## config.mk

```make
export PLATFORM = sky130hd
export DESIGN_NAME = battery_voltage_estimator_flat
export DESIGN_NICKNAME = d
export VERILOG_FILES = /design/src/rtl/core/bve_pkg.sv /design/src/rtl/core/bve_if.sv /design/src/rtl/core/bve_sequencer.sv /design/src/rtl/core/battery_voltage_estimator.sv /design/src/flat_wrapper.sv
export SDC_FILE = /design/constraint.sdc
export NUM_CORES = 2
export LEC_CHECK = 0
export BUFFER_PORTS_ARGS = -buffer_cell sky130_fd_sc_hd__buf_2
export CORE_MARGIN = 2
export CORE_UTILIZATION = 60
export DETAILED_ROUTE_END_ITERATION = 10
export GPL_TIMING_DRIVEN = 0
export PLACE_DENSITY = 0.77
export SETUP_SLACK_MARGIN = 0.02
export SLEW_MARGIN = 40
export SYNTH_ARGS = -nofsm -noshare
export SYNTH_HDL_FRONTEND = slang
export SYNTH_SLANG_ARGS = --single-unit
```

## constraint.sdc

```tcl
create_clock -name clk_i -period 13.8 [get_ports clk_i]
set_clock_uncertainty 0.2 [all_clocks]
set_input_delay 1.38 -clock clk_i [delete_from_list [all_inputs] [get_ports clk_i]]
set_output_delay 1.38 -clock clk_i [all_outputs]
set_load 0.02 [all_outputs]
```

## src/rtl/core/bve_pkg.sv

```systemverilog
// ----------------------------------------------------------------------------
// bve_pkg
// Shared widths, constants, control word layout and the microcode table of
// the battery voltage estimator.
// ----------------------------------------------------------------------------
package bve_pkg;

  // field widths
  localparam int RawW     = 12;
  localparam int CalW     = 12;
  localparam int OffW     = 8;
  localparam int WgtW     = 8;
  localparam int MvW      = 16;
  localparam int CfgIdxW  = 2;
  localparam int CfgDataW = 12;

  // datapath widths
  localparam int VddW    = 24;  // 3000 * 4095 fits
  localparam int MulAW   = 24;
  localparam int MulBW   = 25;  // 4095 * 6185 fits
  localparam int ProdW   = MulAW + MulBW;
  localparam int RemW    = RawW;
  localparam int DivSteps = VddW;
  localparam int CntW    = $clog2(DivSteps);
  localparam int PcW     = 4;

  localparam int ADC_BITS_DEF = 12;

  // constants of the conversion
  localparam logic [MulBW-1:0] REF_MV        = MulBW'(3000);
  localparam logic [MulBW-1:0] GAIN_Q12      = MulBW'(6185);
  localparam logic [MvW-1:0]   LOAD_LIMIT_MV = MvW'(1000);
  localparam logic [WgtW:0]    WGT_ONE       = (WgtW+1)'(256);

  localparam logic [CalW-1:0] CAL_RESET = CalW'(1656);
  localparam logic [OffW-1:0] OFF_RESET = OffW'(90);
  localparam logic [WgtW-1:0] WGT_RESET = WgtW'(128);

  typedef enum logic [CfgIdxW-1:0] {
    REG_CAL = 2'd0,
    REG_OFF = 2'd1,
    REG_WGT = 2'd2
  } cfg_reg_e;

  typedef enum logic [2:0] {
    MUL_NONE,
    MUL_CAL,
    MUL_BAT,
    MUL_VDD,
    MUL_NEW,
    MUL_OLD
  } mul_sel_e;

  typedef enum logic [2:0] {
    COND_NEVER,
    COND_ALWAYS,
    COND_NO_IN,
    COND_LOOP,
    COND_LOW,
    COND_OUT_BUSY
  } cond_e;

  typedef struct packed {
    logic           in_wait;
    mul_sel_e       mul_sel;
    logic           mul_acc;
    logic           div_load;
    logic           div_step;
    logic           vdd_load;
    logic           est_load;
    logic           filt_blend;
    logic           filt_load;
    logic           out_load;
    cond_e          cond;
    logic [PcW-1:0] target;
  } ctrl_t;

  typedef struct packed {
    logic in_valid;
    logic out_busy;
    logic filt_low;
  } status_t;

  // program steps
  localparam logic [PcW-1:0] STEP_IDLE      = 4'd0;
  localparam logic [PcW-1:0] STEP_SUPPLY    = 4'd1;
  localparam logic [PcW-1:0] STEP_DIV_LOAD  = 4'd2;
  localparam logic [PcW-1:0] STEP_DIV       = 4'd3;
  localparam logic [PcW-1:0] STEP_VDD       = 4'd4;
  localparam logic [PcW-1:0] STEP_SCALE     = 4'd5;
  localparam logic [PcW-1:0] STEP_EST       = 4'd6;
  localparam logic [PcW-1:0] STEP_CHECK     = 4'd7;
  localparam logic [PcW-1:0] STEP_BLEND_OLD = 4'd8;
  localparam logic [PcW-1:0] STEP_BLEND     = 4'd9;
  localparam logic [PcW-1:0] STEP_LOAD      = 4'd10;
  localparam logic [PcW-1:0] STEP_OUT       = 4'd11;
  localparam logic [PcW-1:0] STEP_LAST      = STEP_OUT;

  function automatic ctrl_t ucode(input logic [PcW-1:0] pc);
    ctrl_t c;
    c = '0;
    unique case (pc)
      STEP_IDLE: begin
        c.in_wait = 1'b1;
        c.cond    = COND_NO_IN;
        c.target  = STEP_IDLE;
      end
      STEP_SUPPLY:    c.mul_sel = MUL_CAL;
      STEP_DIV_LOAD:  c.div_load = 1'b1;
      STEP_DIV: begin
        c.div_step = 1'b1;
        c.cond     = COND_LOOP;
        c.target   = STEP_DIV;
      end
      STEP_VDD: begin
        c.vdd_load = 1'b1;
        c.mul_sel  = MUL_BAT;
      end
      STEP_SCALE:     c.mul_sel = MUL_VDD;
      STEP_EST:       c.est_load = 1'b1;
      STEP_CHECK: begin
        c.mul_sel = MUL_NEW;
        c.cond    = COND_LOW;
        c.target  = STEP_LOAD;
      end
      STEP_BLEND_OLD: begin
        c.mul_sel = MUL_OLD;
        c.mul_acc = 1'b1;
      end
      STEP_BLEND: begin
        c.filt_blend = 1'b1;
        c.cond       = COND_ALWAYS;
        c.target     = STEP_OUT;
      end
      STEP_LOAD:      c.filt_load = 1'b1;
      STEP_OUT: begin
        c.out_load = 1'b1;
        c.cond     = COND_OUT_BUSY;
        c.target   = STEP_OUT;
      end
      default:        c = '0;
    endcase
    return c;
  endfunction

endpackage

```

## src/rtl/core/bve_if.sv

```systemverilog
// ----------------------------------------------------------------------------
// bve interfaces
// Measurement request, result and register write channels.
// ----------------------------------------------------------------------------
interface bve_in_if;
  logic                         valid;
  logic                         ready;
  logic [bve_pkg::RawW-1:0]     reference_raw;
  logic [bve_pkg::RawW-1:0]     battery_raw;
  modport source (output valid, reference_raw, battery_raw, input ready);
  modport sink   (input valid, reference_raw, battery_raw, output ready);
endinterface

interface bve_out_if;
  logic                     valid;
  logic                     ready;
  logic [bve_pkg::MvW-1:0]  battery_millivolts;
  modport source (output valid, battery_millivolts, input ready);
  modport sink   (input valid, battery_millivolts, output ready);
endinterface

interface bve_cfg_if;
  logic                            valid;
  logic                            ready;
  logic [bve_pkg::CfgIdxW-1:0]     index;
  logic [bve_pkg::CfgDataW-1:0]    data;
  modport source (output valid, index, data, input ready);
  modport sink   (input valid, index, data, output ready);
endinterface

```

## src/rtl/core/bve_sequencer.sv

```systemverilog
// ----------------------------------------------------------------------------
// bve_sequencer
// Step counter, loop counter and microcode lookup driving the datapath.
// ----------------------------------------------------------------------------
module bve_sequencer (
  input  logic             clk_i,
  input  logic             rst_ni,
  input  bve_pkg::status_t status_i,
  output bve_pkg::ctrl_t   ctrl_o
);

  logic [bve_pkg::PcW-1:0]  pc_q, pc_d;
  logic [bve_pkg::CntW-1:0] cnt_q, cnt_d;
  logic                     jump;

  assign ctrl_o = bve_pkg::ucode(pc_q);

  always_comb begin
    case (ctrl_o.cond)
      bve_pkg::COND_ALWAYS:   jump = 1'b1;
      bve_pkg::COND_NO_IN:    jump = !status_i.in_valid;
      bve_pkg::COND_LOOP:     jump = cnt_q != bve_pkg::CntW'(bve_pkg::DivSteps - 1);
      bve_pkg::COND_LOW:      jump = status_i.filt_low;
      bve_pkg::COND_OUT_BUSY: jump = status_i.out_busy;
      default:                jump = 1'b0;
    endcase
  end

  always_comb begin
    if (jump) begin
      pc_d = ctrl_o.target;
    end else if (pc_q == bve_pkg::STEP_LAST) begin
      pc_d = bve_pkg::STEP_IDLE;
    end else begin
      pc_d = pc_q + bve_pkg::PcW'(1);
    end
  end

  always_comb begin
    cnt_d = cnt_q;
    if (ctrl_o.div_load) begin
      cnt_d = '0;
    end else if (ctrl_o.div_step) begin
      cnt_d = cnt_q + bve_pkg::CntW'(1);
    end
  end

  always_ff @(posedge clk_i or negedge rst_ni) begin
    if (!rst_ni) begin
      pc_q  <= bve_pkg::STEP_IDLE;
      cnt_q <= '0;
    end else begin
      pc_q  <= pc_d;
      cnt_q <= cnt_d;
    end
  end

endmodule

```

## src/rtl/core/battery_voltage_estimator.sv

```systemverilog
// ----------------------------------------------------------------------------
// battery_voltage_estimator
// Supply-compensated battery voltage with an exponential moving average.
// ----------------------------------------------------------------------------
// One request carries a reference and a battery conversion and yields one
// filtered millivolt result. The supply voltage is found by a restoring
// divider that retires one quotient bit per cycle; a shared multiplier then
// scales the battery reading and blends it into the filter, or the filter is
// reloaded from the estimate when it is below 1000 mV. The result then enters
// the output register once that is free and waits there on the sink. The next
// request is taken in the cycle after the result is handed to the output
// register.
module battery_voltage_estimator #(
  parameter int ADC_BITS = bve_pkg::ADC_BITS_DEF
) (
  input  logic         clk_i,
  input  logic         rst_ni,
  bve_cfg_if.sink      cfg_i,
  bve_in_if.sink       in_i,
  bve_out_if.source    out_o
);

  localparam int Shift = 12 + ADC_BITS;
  localparam int SumW  = bve_pkg::ProdW + 1;
  localparam logic [SumW-1:0] MvMax = SumW'({bve_pkg::MvW{1'b1}});

  bve_pkg::ctrl_t   ctrl;
  bve_pkg::status_t status;

  // configuration
  logic [bve_pkg::CalW-1:0] cal_q;
  logic [bve_pkg::OffW-1:0] off_q;
  logic [bve_pkg::WgtW-1:0] wgt_q;

  // datapath
  logic [bve_pkg::RawW-1:0]  ref_q, bat_q;
  logic [bve_pkg::VddW-1:0]  quo_q, vdd_q;
  logic [bve_pkg::RemW-1:0]  rem_q;
  logic [bve_pkg::ProdW-1:0] prod_q;
  logic [bve_pkg::MvW-1:0]   est_q, est_d, filt_q;
  logic [bve_pkg::MvW-1:0]   out_data_q;
  logic                      out_valid_q;

  logic [bve_pkg::MulAW-1:0] mul_a;
  logic [bve_pkg::MulBW-1:0] mul_b;
  logic [bve_pkg::ProdW-1:0] mul_p;
  logic [bve_pkg::RemW:0]    rem_sh;
  logic [bve_pkg::RemW+1:0]  rem_diff;
  logic [SumW-1:0]           est_sum, vdd_ext, est_floor;
  logic                      in_acc, out_busy, out_fire;

  bve_sequencer u_seq (
    .clk_i    (clk_i),
    .rst_ni   (rst_ni),
    .status_i (status),
    .ctrl_o   (ctrl)
  );

  assign in_i.ready  = ctrl.in_wait;
  assign in_acc      = in_i.valid && in_i.ready;
  assign out_busy    = out_valid_q && !out_o.ready;
  assign out_fire    = ctrl.out_load && !out_busy;
  assign out_o.valid = out_valid_q;
  assign out_o.battery_millivolts = out_data_q;
  assign cfg_i.ready = 1'b1;

  assign status.in_valid = in_i.valid;
  assign status.out_busy = out_busy;
  assign status.filt_low = filt_q < bve_pkg::LOAD_LIMIT_MV;

  // register writes
  always_ff @(posedge clk_i or negedge rst_ni) begin
    if (!rst_ni) begin
      cal_q <= bve_pkg::CAL_RESET;
      off_q <= bve_pkg::OFF_RESET;
      wgt_q <= bve_pkg::WGT_RESET;
    end else if (cfg_i.valid) begin
      unique case (bve_pkg::cfg_reg_e'(cfg_i.index))
        bve_pkg::REG_CAL: cal_q <= cfg_i.data[bve_pkg::CalW-1:0];
        bve_pkg::REG_OFF: off_q <= cfg_i.data[bve_pkg::OffW-1:0];
        bve_pkg::REG_WGT: wgt_q <= cfg_i.data[bve_pkg::WgtW-1:0];
        default: ;
      endcase
    end
  end

  // shared multiplier operand select
  always_comb begin
    case (ctrl.mul_sel)
      bve_pkg::MUL_CAL: begin
        mul_a = bve_pkg::MulAW'(cal_q);
        mul_b = bve_pkg::REF_MV;
      end
      bve_pkg::MUL_BAT: begin
        mul_a = bve_pkg::MulAW'(bat_q);
        mul_b = bve_pkg::GAIN_Q12;
      end
      bve_pkg::MUL_VDD: begin
        mul_a = vdd_q;
        mul_b = prod_q[bve_pkg::MulBW-1:0];
      end
      bve_pkg::MUL_NEW: begin
        mul_a = bve_pkg::MulAW'(est_q);
        mul_b = bve_pkg::MulBW'(wgt_q);
      end
      bve_pkg::MUL_OLD: begin
        mul_a = bve_pkg::MulAW'(filt_q);
        mul_b = bve_pkg::MulBW'(bve_pkg::WGT_ONE - {1'b0, wgt_q});
      end
      default: begin
        mul_a = '0;
        mul_b = '0;
      end
    endcase
  end

  assign mul_p = bve_pkg::ProdW'(mul_a) * bve_pkg::ProdW'(mul_b);

  // one restoring divide step
  assign rem_sh   = {rem_q, quo_q[bve_pkg::VddW-1]};
  assign rem_diff = {1'b0, rem_sh} - (bve_pkg::RemW+2)'(ref_q);

  // raw estimate, floored at the supply and saturated
  assign est_sum   = SumW'(prod_q >> Shift) + SumW'(off_q);
  assign vdd_ext   = SumW'(vdd_q);
  assign est_floor = (est_sum < vdd_ext) ? vdd_ext : est_sum;
  assign est_d     = (est_floor > MvMax) ? '1 : est_floor[bve_pkg::MvW-1:0];

  always_ff @(posedge clk_i) begin
    if (in_acc) begin
      ref_q <= in_i.reference_raw;
      bat_q <= in_i.battery_raw;
    end
    if (ctrl.mul_sel != bve_pkg::MUL_NONE) begin
      prod_q <= ctrl.mul_acc ? prod_q + mul_p : mul_p;
    end
    if (ctrl.div_load) begin
      quo_q <= prod_q[bve_pkg::VddW-1:0];
      rem_q <= '0;
    end else if (ctrl.div_step) begin
      if (!rem_diff[bve_pkg::RemW+1]) begin
        rem_q <= rem_diff[bve_pkg::RemW-1:0];
        quo_q <= {quo_q[bve_pkg::VddW-2:0], 1'b1};
      end else begin
        rem_q <= rem_sh[bve_pkg::RemW-1:0];
        quo_q <= {quo_q[bve_pkg::VddW-2:0], 1'b0};
      end
    end
    // failed reference conversion reads as zero supply
    if (ctrl.vdd_load) begin
      vdd_q <= (ref_q == '0) ? '0 : quo_q;
    end
    if (ctrl.est_load) begin
      est_q <= est_d;
    end
    if (out_fire) begin
      out_data_q <= filt_q;
    end
  end

  always_ff @(posedge clk_i or negedge rst_ni) begin
    if (!rst_ni) begin
      filt_q      <= '0;
      out_valid_q <= 1'b0;
    end else begin
      if (ctrl.filt_load) begin
        filt_q <= est_q;
      end else if (ctrl.filt_blend) begin
        filt_q <= prod_q[bve_pkg::WgtW +: bve_pkg::MvW];
      end
      if (out_fire) begin
        out_valid_q <= 1'b1;
      end else if (out_o.ready) begin
        out_valid_q <= 1'b0;
      end
    end
  end

  // remainder stays below a nonzero divisor throughout the division
  assert property (@(posedge clk_i) disable iff (!rst_ni)
    (ctrl.div_step && ref_q != '0) |=> rem_q < ref_q)
    else $error("divider remainder not below divisor");

  // a blend never exceeds both of its inputs
  assert property (@(posedge clk_i) disable iff (!rst_ni)
    ctrl.filt_blend |=> (filt_q <= $past(est_q) || filt_q <= $past(filt_q)))
    else $error("filter blend out of range");

  // a new result only appears after the output step handed it over
  assert property (@(posedge clk_i) disable iff (!rst_ni)
    $rose(out_o.valid) |-> $past(out_fire))
    else $error("result raised without output step");

  // no request is taken while a divide is in flight
  assert property (@(posedge clk_i) disable iff (!rst_ni)
    ctrl.div_step |-> !in_i.ready)
    else $error("request taken during divide");

endmodule

```

## src/flat_wrapper.sv

```systemverilog
// flat-port wrapper written by rule: the top's interface ports become plain ports
module battery_voltage_estimator_flat 
#(
  parameter int ADC_BITS = bve_pkg::ADC_BITS_DEF
)
  (clk_i, rst_ni, cfg_i_valid, cfg_i_index, cfg_i_data, cfg_i_ready, in_i_valid, in_i_reference_raw, in_i_battery_raw, in_i_ready, out_o_valid, out_o_battery_millivolts, out_o_ready);
  bve_cfg_if cfg_i_i ();
  bve_in_if in_i_i ();
  bve_out_if out_o_i ();
  input  logic clk_i;
  input  logic rst_ni;
  input wire logic [$bits(cfg_i_i.valid)-1:0] cfg_i_valid;
  input wire logic [$bits(cfg_i_i.index)-1:0] cfg_i_index;
  input wire logic [$bits(cfg_i_i.data)-1:0] cfg_i_data;
  output wire logic [$bits(cfg_i_i.ready)-1:0] cfg_i_ready;
  input wire logic [$bits(in_i_i.valid)-1:0] in_i_valid;
  input wire logic [$bits(in_i_i.reference_raw)-1:0] in_i_reference_raw;
  input wire logic [$bits(in_i_i.battery_raw)-1:0] in_i_battery_raw;
  output wire logic [$bits(in_i_i.ready)-1:0] in_i_ready;
  output wire logic [$bits(out_o_i.valid)-1:0] out_o_valid;
  output wire logic [$bits(out_o_i.battery_millivolts)-1:0] out_o_battery_millivolts;
  input wire logic [$bits(out_o_i.ready)-1:0] out_o_ready;
  assign cfg_i_i.valid = cfg_i_valid;
  assign cfg_i_i.index = cfg_i_index;
  assign cfg_i_i.data = cfg_i_data;
  assign cfg_i_ready = cfg_i_i.ready;
  assign in_i_i.valid = in_i_valid;
  assign in_i_i.reference_raw = in_i_reference_raw;
  assign in_i_i.battery_raw = in_i_battery_raw;
  assign in_i_ready = in_i_i.ready;
  assign out_o_valid = out_o_i.valid;
  assign out_o_battery_millivolts = out_o_i.battery_millivolts;
  assign out_o_i.ready = out_o_ready;
  battery_voltage_estimator #(.ADC_BITS(ADC_BITS)) u_core (.clk_i(clk_i), .rst_ni(rst_ni), .cfg_i(cfg_i_i), .in_i(in_i_i), .out_o(out_o_i));
endmodule
```

==> Yosys cells after proc, flatten, opt, wreduce, memory -nomap -nowiden <==
Index checks and enable logic that the tools add are counted.
{ "totals": {"regBits": 219, "inputBits": 43, "out_inout_bits": 19, "wordCells": 93} }
{ "classes": {"n_addsub": 6, "multipliers": 1, "magnitude_cmp": 3, "n_eq_ne": 24, "n_mux": 28, "reduce_logical": 16} }
{ "op_table": {"columns": ["op", "n"], "rows": [
  ["$pmux 25 s5", 1],
  ["$pmux 24 s5", 1],
  ["$gt 50x16->1 const B", 1],
  ["$lt 50x24->1", 1],
  ["$mux 50", 1],
  ["$add 49x49->49", 1],
  ["$mul 24x25->49", 1],
  ["$mux 49", 1],
  ["$mux 24", 2],
  ["$pmux 7 s5", 1],
  ["$mux 16", 2],
  ["$add 25x8->26", 1],
  ["$eq 4x3->1 const B", 4],
  ["$eq 4x4->1 const B", 4],
  ["$lt 16x10->1 const B", 1],
  ["$pmux 3 s5", 1],
  ["$sub 13x12->14", 1],
  ["$eq 3x2->1 const B", 4],
  ["$eq 3x3->1 const B", 4],
  ["$logic_not 12->1", 1],
  ["$mux 1", 12],
  ["$mux 12", 1],
  ["$mux 5", 2],
  ["$sub 9x8->10 const A", 1],
  ["17 further kinds", 28]
]} }

==> Logic depth before layout (Yosys ltp) <==
{ "logic_depth": {"ltp_word": 7, "ltp_mapped": 49, "ltp_nobuf": 44} }

==> Modules after synthesis <==
A second synthesis with hierarchy kept.
{ "unflattened": {"cells_unflattened": 3748, "area_unflattened_um2": 33910.0} }
{ "by_module_without_submodules": {"columns": ["mod", "n_inst", "cells_each", "area_per_inst_um2", "seq_area_each_um2"], "rows": [
  ["battery_voltage_estimator", 1, 3664, 33165.6, 5974.5],
  ["bve_sequencer", 1, 84, 744.5, 225.2]
]} }

==> Worst setup path before layout <==
No wires, ideal clock.
{ "synth_timing": {"path_kind": "reg2reg", "start": "register u_core.u_seq.pc_q[1] (netlist name)", "end": "register u_core.prod_q[48] (netlist name) (data pin)", "setup_time_ns": 0.259, "t_arrival_ns": 10.650, "required_ns": 13.341, "setup_slack_ns": 2.690, "path_stages_with_launch": 47, "n_path_buf": 4, "period_less_slack_ns": 11.110, "path_cell_list": "dfrtp_1 inv_1 ha_1 clkbuf_1 nor4b_1 clkbuf_1 a22oi_1 nand2_1 clkbuf_1 nand2_1 fa_1 inv_1 fa_1 inv_1 fa_1 inv_1 fa_1 inv_1 (+11 left out) o311ai_2 a22oi_1 a221o_1 a41oi_1 xnor2_1 ha_1 clkbuf_1 a21o_1 a21o_1 a21oi_1 o21bai_1 a21o_1 a21o_1 nor3_1 xnor2_1 nand2_1 xnor2_1 xnor2_1"} }
{ "synth_between": {"elab_chain_cells": 7, "word_cells_on_any_way": 17, "cone_classes": "add/sub (1); mul (1); eq/ne (10); mux (5)"} }
{ "synth_lines": {"columns": ["element", "line_no", "text"], "rows": [
  ["start, declared", "bve_sequencer.sv:12", "logic [bve_pkg::PcW-1:0] pc_q, pc_d;"],
  ["start signal, assigned", "bve_sequencer.sv:50", "pc_q <= bve_pkg::STEP_IDLE;"],
  ["start signal, assigned", "bve_sequencer.sv:53", "pc_q <= pc_d;"],
  ["$eq 4x4->1 (tied with other cells)", "bve_pkg.sv:102", "unique case (pc)"],
  ["$pmux 3 s5", "bve_pkg.sv:102", null],
  ["$eq 3x3->1 (tied with other cells)", "battery_voltage_estimator.sv:89", "case (ctrl.mul_sel)"],
  ["$pmux 24 s5 or $pmux 25 s5 (tied branches)", "battery_voltage_estimator.sv:89", null],
  ["$mul 24x25->49", "battery_voltage_estimator.sv:117", "assign mul_p = bve_pkg::ProdW'(mul_a) * bve_pkg::ProdW'(mul_b);"],
  ["$add 49x49->49", "battery_voltage_estimator.sv:135", "prod_q <= ctrl.mul_acc ? prod_q + mul_p : mul_p;"],
  ["$mux 49 (*)", "battery_voltage_estimator.sv:135", null],
  ["end signal, assigned", "battery_voltage_estimator.sv:135", null],
  ["end, declared", "battery_voltage_estimator.sv:39", "logic [bve_pkg::ProdW-1:0] prod_q;"]
]} }
Every way passes the cells marked *; elsewhere a longest branch is shown, timed or not.
A chain may end at the register's enable or synchronous reset.

==> Final worst setup path <==
{ "layout_timing": {"start": "register u_core.u_seq.pc_q[3] (netlist name)", "end": "register u_core.prod_q[46] (netlist name) (data pin)"} }
The elaborated chain is that of the path after synthesis.

==> summary.txt <==
Sink Count -> 219
Drt total wl -> 104,400 um
Status -> complete, no violations
Worst endpoint data arrival time -> 13,470 ps
Antenna diode count -> 0
Rel. slew slack -> 36.29%
Hold Buf Count CTS -> 0
Largest net degree at the start of global routing -> 55
Top-count cell post-synth -> nand2_1
Syn_area_per_cell -> 8.938 sq um
Proportion of synthesized area in mux cells -> 1.877%
Synth Warn # -> 0
Synth Flop Type -> edfxtp_1
Area Growth Syn to Fin -> 6.938%
First-pass GRT wire length -> 160,900 um
Placed cell area -> 34,880 sq um
Vias per cell -> 5.943
Post-Syn Area -> 33,400 sq um
Largest family of logic cells by synthesized area -> adder cells
Via count -> 27,350
Initial DRC Count -> 2,813
XOR/XNOR Fraction of Synth Area -> 3.326%
Top cell type by total area after synthesis -> fa_1
Max H-tree Level -> 1
Clk Latency, worst-skew pair -> 580 ps
Post-synth cell types -> 101
RSZ-0062 raised after global routing -> no
MaxCap Viol Count -> 0
CTS tree -> yes
Crit path max fanout -> 10
Seq cells post-synth -> 219
Dpl hpwl -> 86,460 um
GPL Wtd Cong -> 1.025
Pwr dens -> 129.3 nW/um^2
Worst vdd ir -> 0.0001220 V
Final Hold Vio Count -> 0
Ys async rst share -> 24.66%
Fmax -> 74.81 MHz
Vias in the first global route -> 27,480
Req. time, crit path -> 13,900 ps
Fin. max-slew vios -> 0
Area share of the largest cell type after synthesis -> 30.39%
Port bufs -> 60
Share of layout cells above drive strength 1 -> 7.551%
CP dominant cell by count -> fa_1
Dominant cells by area after synthesis -> fa_1, edfxtp_1, ha_1
Setup TNS -> 0 ps
WS Path Type -> reg2reg
Post-synthesis sequential area ratio -> 18.56%
Clock root buffer -> clkbuf_16
Synth Area in Adders -> 40.61%
Syn_nets -> 4,560
Antenna violations before repair -> 2
Standard-cell rows -> 86
Die Wd -> 239.9 um
Compound-gate portion of the synthesized area -> 9.934%
Nets -> 4,660
Final setup vio count -> 0
Clk slew on worst S/H paths -> 70 ps
Starting Density -> 60.63%
Post-synthesis simple-gate area fraction -> 15.45%
CTS buffer count -> 23
CP peak stage delay -> 680 ps
CP Capture Type -> flip-flop
Tightest Pin Transition -> 955.7 ps
Post-route cell area -> 35,720 sq um
Cells after Synth -> 3,737
Top cells by count, synth -> nand2_1, inv_1, fa_1
Number of flops mapped to enable cells by yosys -> 153
I/O pin count -> 62
Minimum clock period -> 13,370 ps
First drt pass iteration count -> 9
Drt drc -> 0
DIE AREA -> 57,570 sq um
Final worst-path cycle share -> 96.87%
Total GRT Usage -> 37.63%
Clock Path Buffers -> 3
Slowest-stage cell, CP -> nor2_1
Leakage -> 17.19 nW
Routed wire per std cell -> 22.69 um
Antenna-violating nets left -> 0
Die Y -> 239.9 um
Worst Hold Class -> reg2reg
Startpoint Class -> flip-flop
GR Overflow Total -> 0
Area of the core -> 55,090 sq um
[report_power, final]
part	total, W	leakage [nW]	internal (W)	switching, W
logic	0.00270	14.7	0.000888	0.00181
registers	0.00128	2.10	0.00101	0.000269
clock network	0.000638	0.364	0.000333	0.000305
[cells in the final DEF (no fill, tap or decap), drive strengths merged, types with 16 or more instances in the layout]
cell type,netlist,final
inv,693,698
and2,75,75
xnor2,77,77
a22oi,19,19
nand3,21,21
nor2,219,219
a21oi,137,137
o22a,16,16
dfrtp,43,43
a31oi,19,19
nor3,28,28
o21ai,119,119
and3,28,28
buf,13,88
nand2b,17,17
fa,507,507
nand4,24,24
nor2b,20,20
edfxtp,153,153
mux2,37,37
xor2,49,49
clkbuf,155,180
ha,273,273
nand2,699,699
a21o,66,66
mux2i,21,21
[critical path, delay by kind of cell (launching register included)]
family	cells	cell delay, ps
fa+ha+maj	9	4170
compound gates	10	2790
simple gates	11	2750
buf+inv	10	2250
xor+xnor	2	570
flops	1	360
[sequential cells by signal, indices dropped and copies added (netlist names)]
| signal | cells |
|---|---|
| u_core.out_o.battery_millivolts | 16 |
| u_core.prod_q | 49 |
| u_core.vdd_q | 24 |
| u_core.filt_q | 16 |
| u_core.wgt_q | 8 |
| u_core.u_seq.pc_q | 4 |
| u_core.cal_q | 12 |
| u_core.quo_q | 24 |
| u_core.off_q | 8 |
| u_core.ref_q | 12 |
| u_core.est_q | 16 |
| u_core.bat_q | 12 |
| u_core.u_seq.cnt_q | 5 |
| u_core.rem_q | 12 |
| u_core.out_o.valid | 1 |
[path summary, 6_finish.rpt]
check                                          to  cells past startpoint            startpoint  slack (ps)
min in group asynchronous         u_core.off_q[5]                      1                rst_ni         660
worst max register to register  u_core.prod_q[46]                     42  u_core.u_seq.pc_q[3]         430
max in group asynchronous        u_core.filt_q[9]                      1                rst_ni       12240
worst min-delay path             u_core.rem_q[11]                      2      u_core.rem_q[11]         280
worst min register to register   u_core.rem_q[11]                      2      u_core.rem_q[11]         280
worst max-delay path            u_core.prod_q[46]                     42  u_core.u_seq.pc_q[3]         430
[area by class of cell]
| type | count | area, sq um |
|---|---|---|
| multi-input combinational | 2651 | 23940 |
| fill | 4694 | 19370 |
| sequential | 219 | 6200 |
| inverter | 695 | 2609 |
| tap | 748 | 935.9 |
| buffer | 170 | 857.1 |
| clock buffer | 25 | 583.1 |
| timing repair buffer | 77 | 437.9 |
| clock inverter | 17 | 152.6 |
[metal layers]
layer  track usage (%)  routed length (um)
met1             50.12               39840
met2             57.66               45350
met3             8.507               12350
met4             20.01                6825
met5                 0                  35
[repair_timing]
item                                    in CTS  in global routing
endpoints found under the setup margin       1                 10
pin swaps                                    0                  1
gates resized for setup                      1                 73
cloned                                       0                  0
buffers inserted                             0                  1
hold endpoints to repair                     0                  0
[cells by family after synthesis]
kind of cell | after synthesis
adder cells (fa/ha/maj) | 780
flip-flops | 219
AO/OA/AOI/OAI | 503
XOR/XNOR | 126
AND/OR/NAND/NOR | 1183
multiplexers | 58
other | 1
buffers and inverters | 867
[stage by stage]
step | total power [W] | setup slack (ps) | utilization [%] | cells | hold WS, ps
floorplan | 0.002911 | 2690 | - | 3737 | 240.1
global placement | 0.003784 | -371.0 | 62.87 | 4545 | 258.4
detailed placement | 0.003857 | 76.60 | 63.31 | 4559 | 261.1
CTS | 0.004502 | 24.07 | 64.65 | 4601 | 271.8
global route | 0.004868 | 27.89 | 64.83 | 4602 | 314.1
finish | 0.004618 | 431.9 | 64.83 | 4602 | 278.5
No activity file was read; power rests on OpenSTA's default activity.
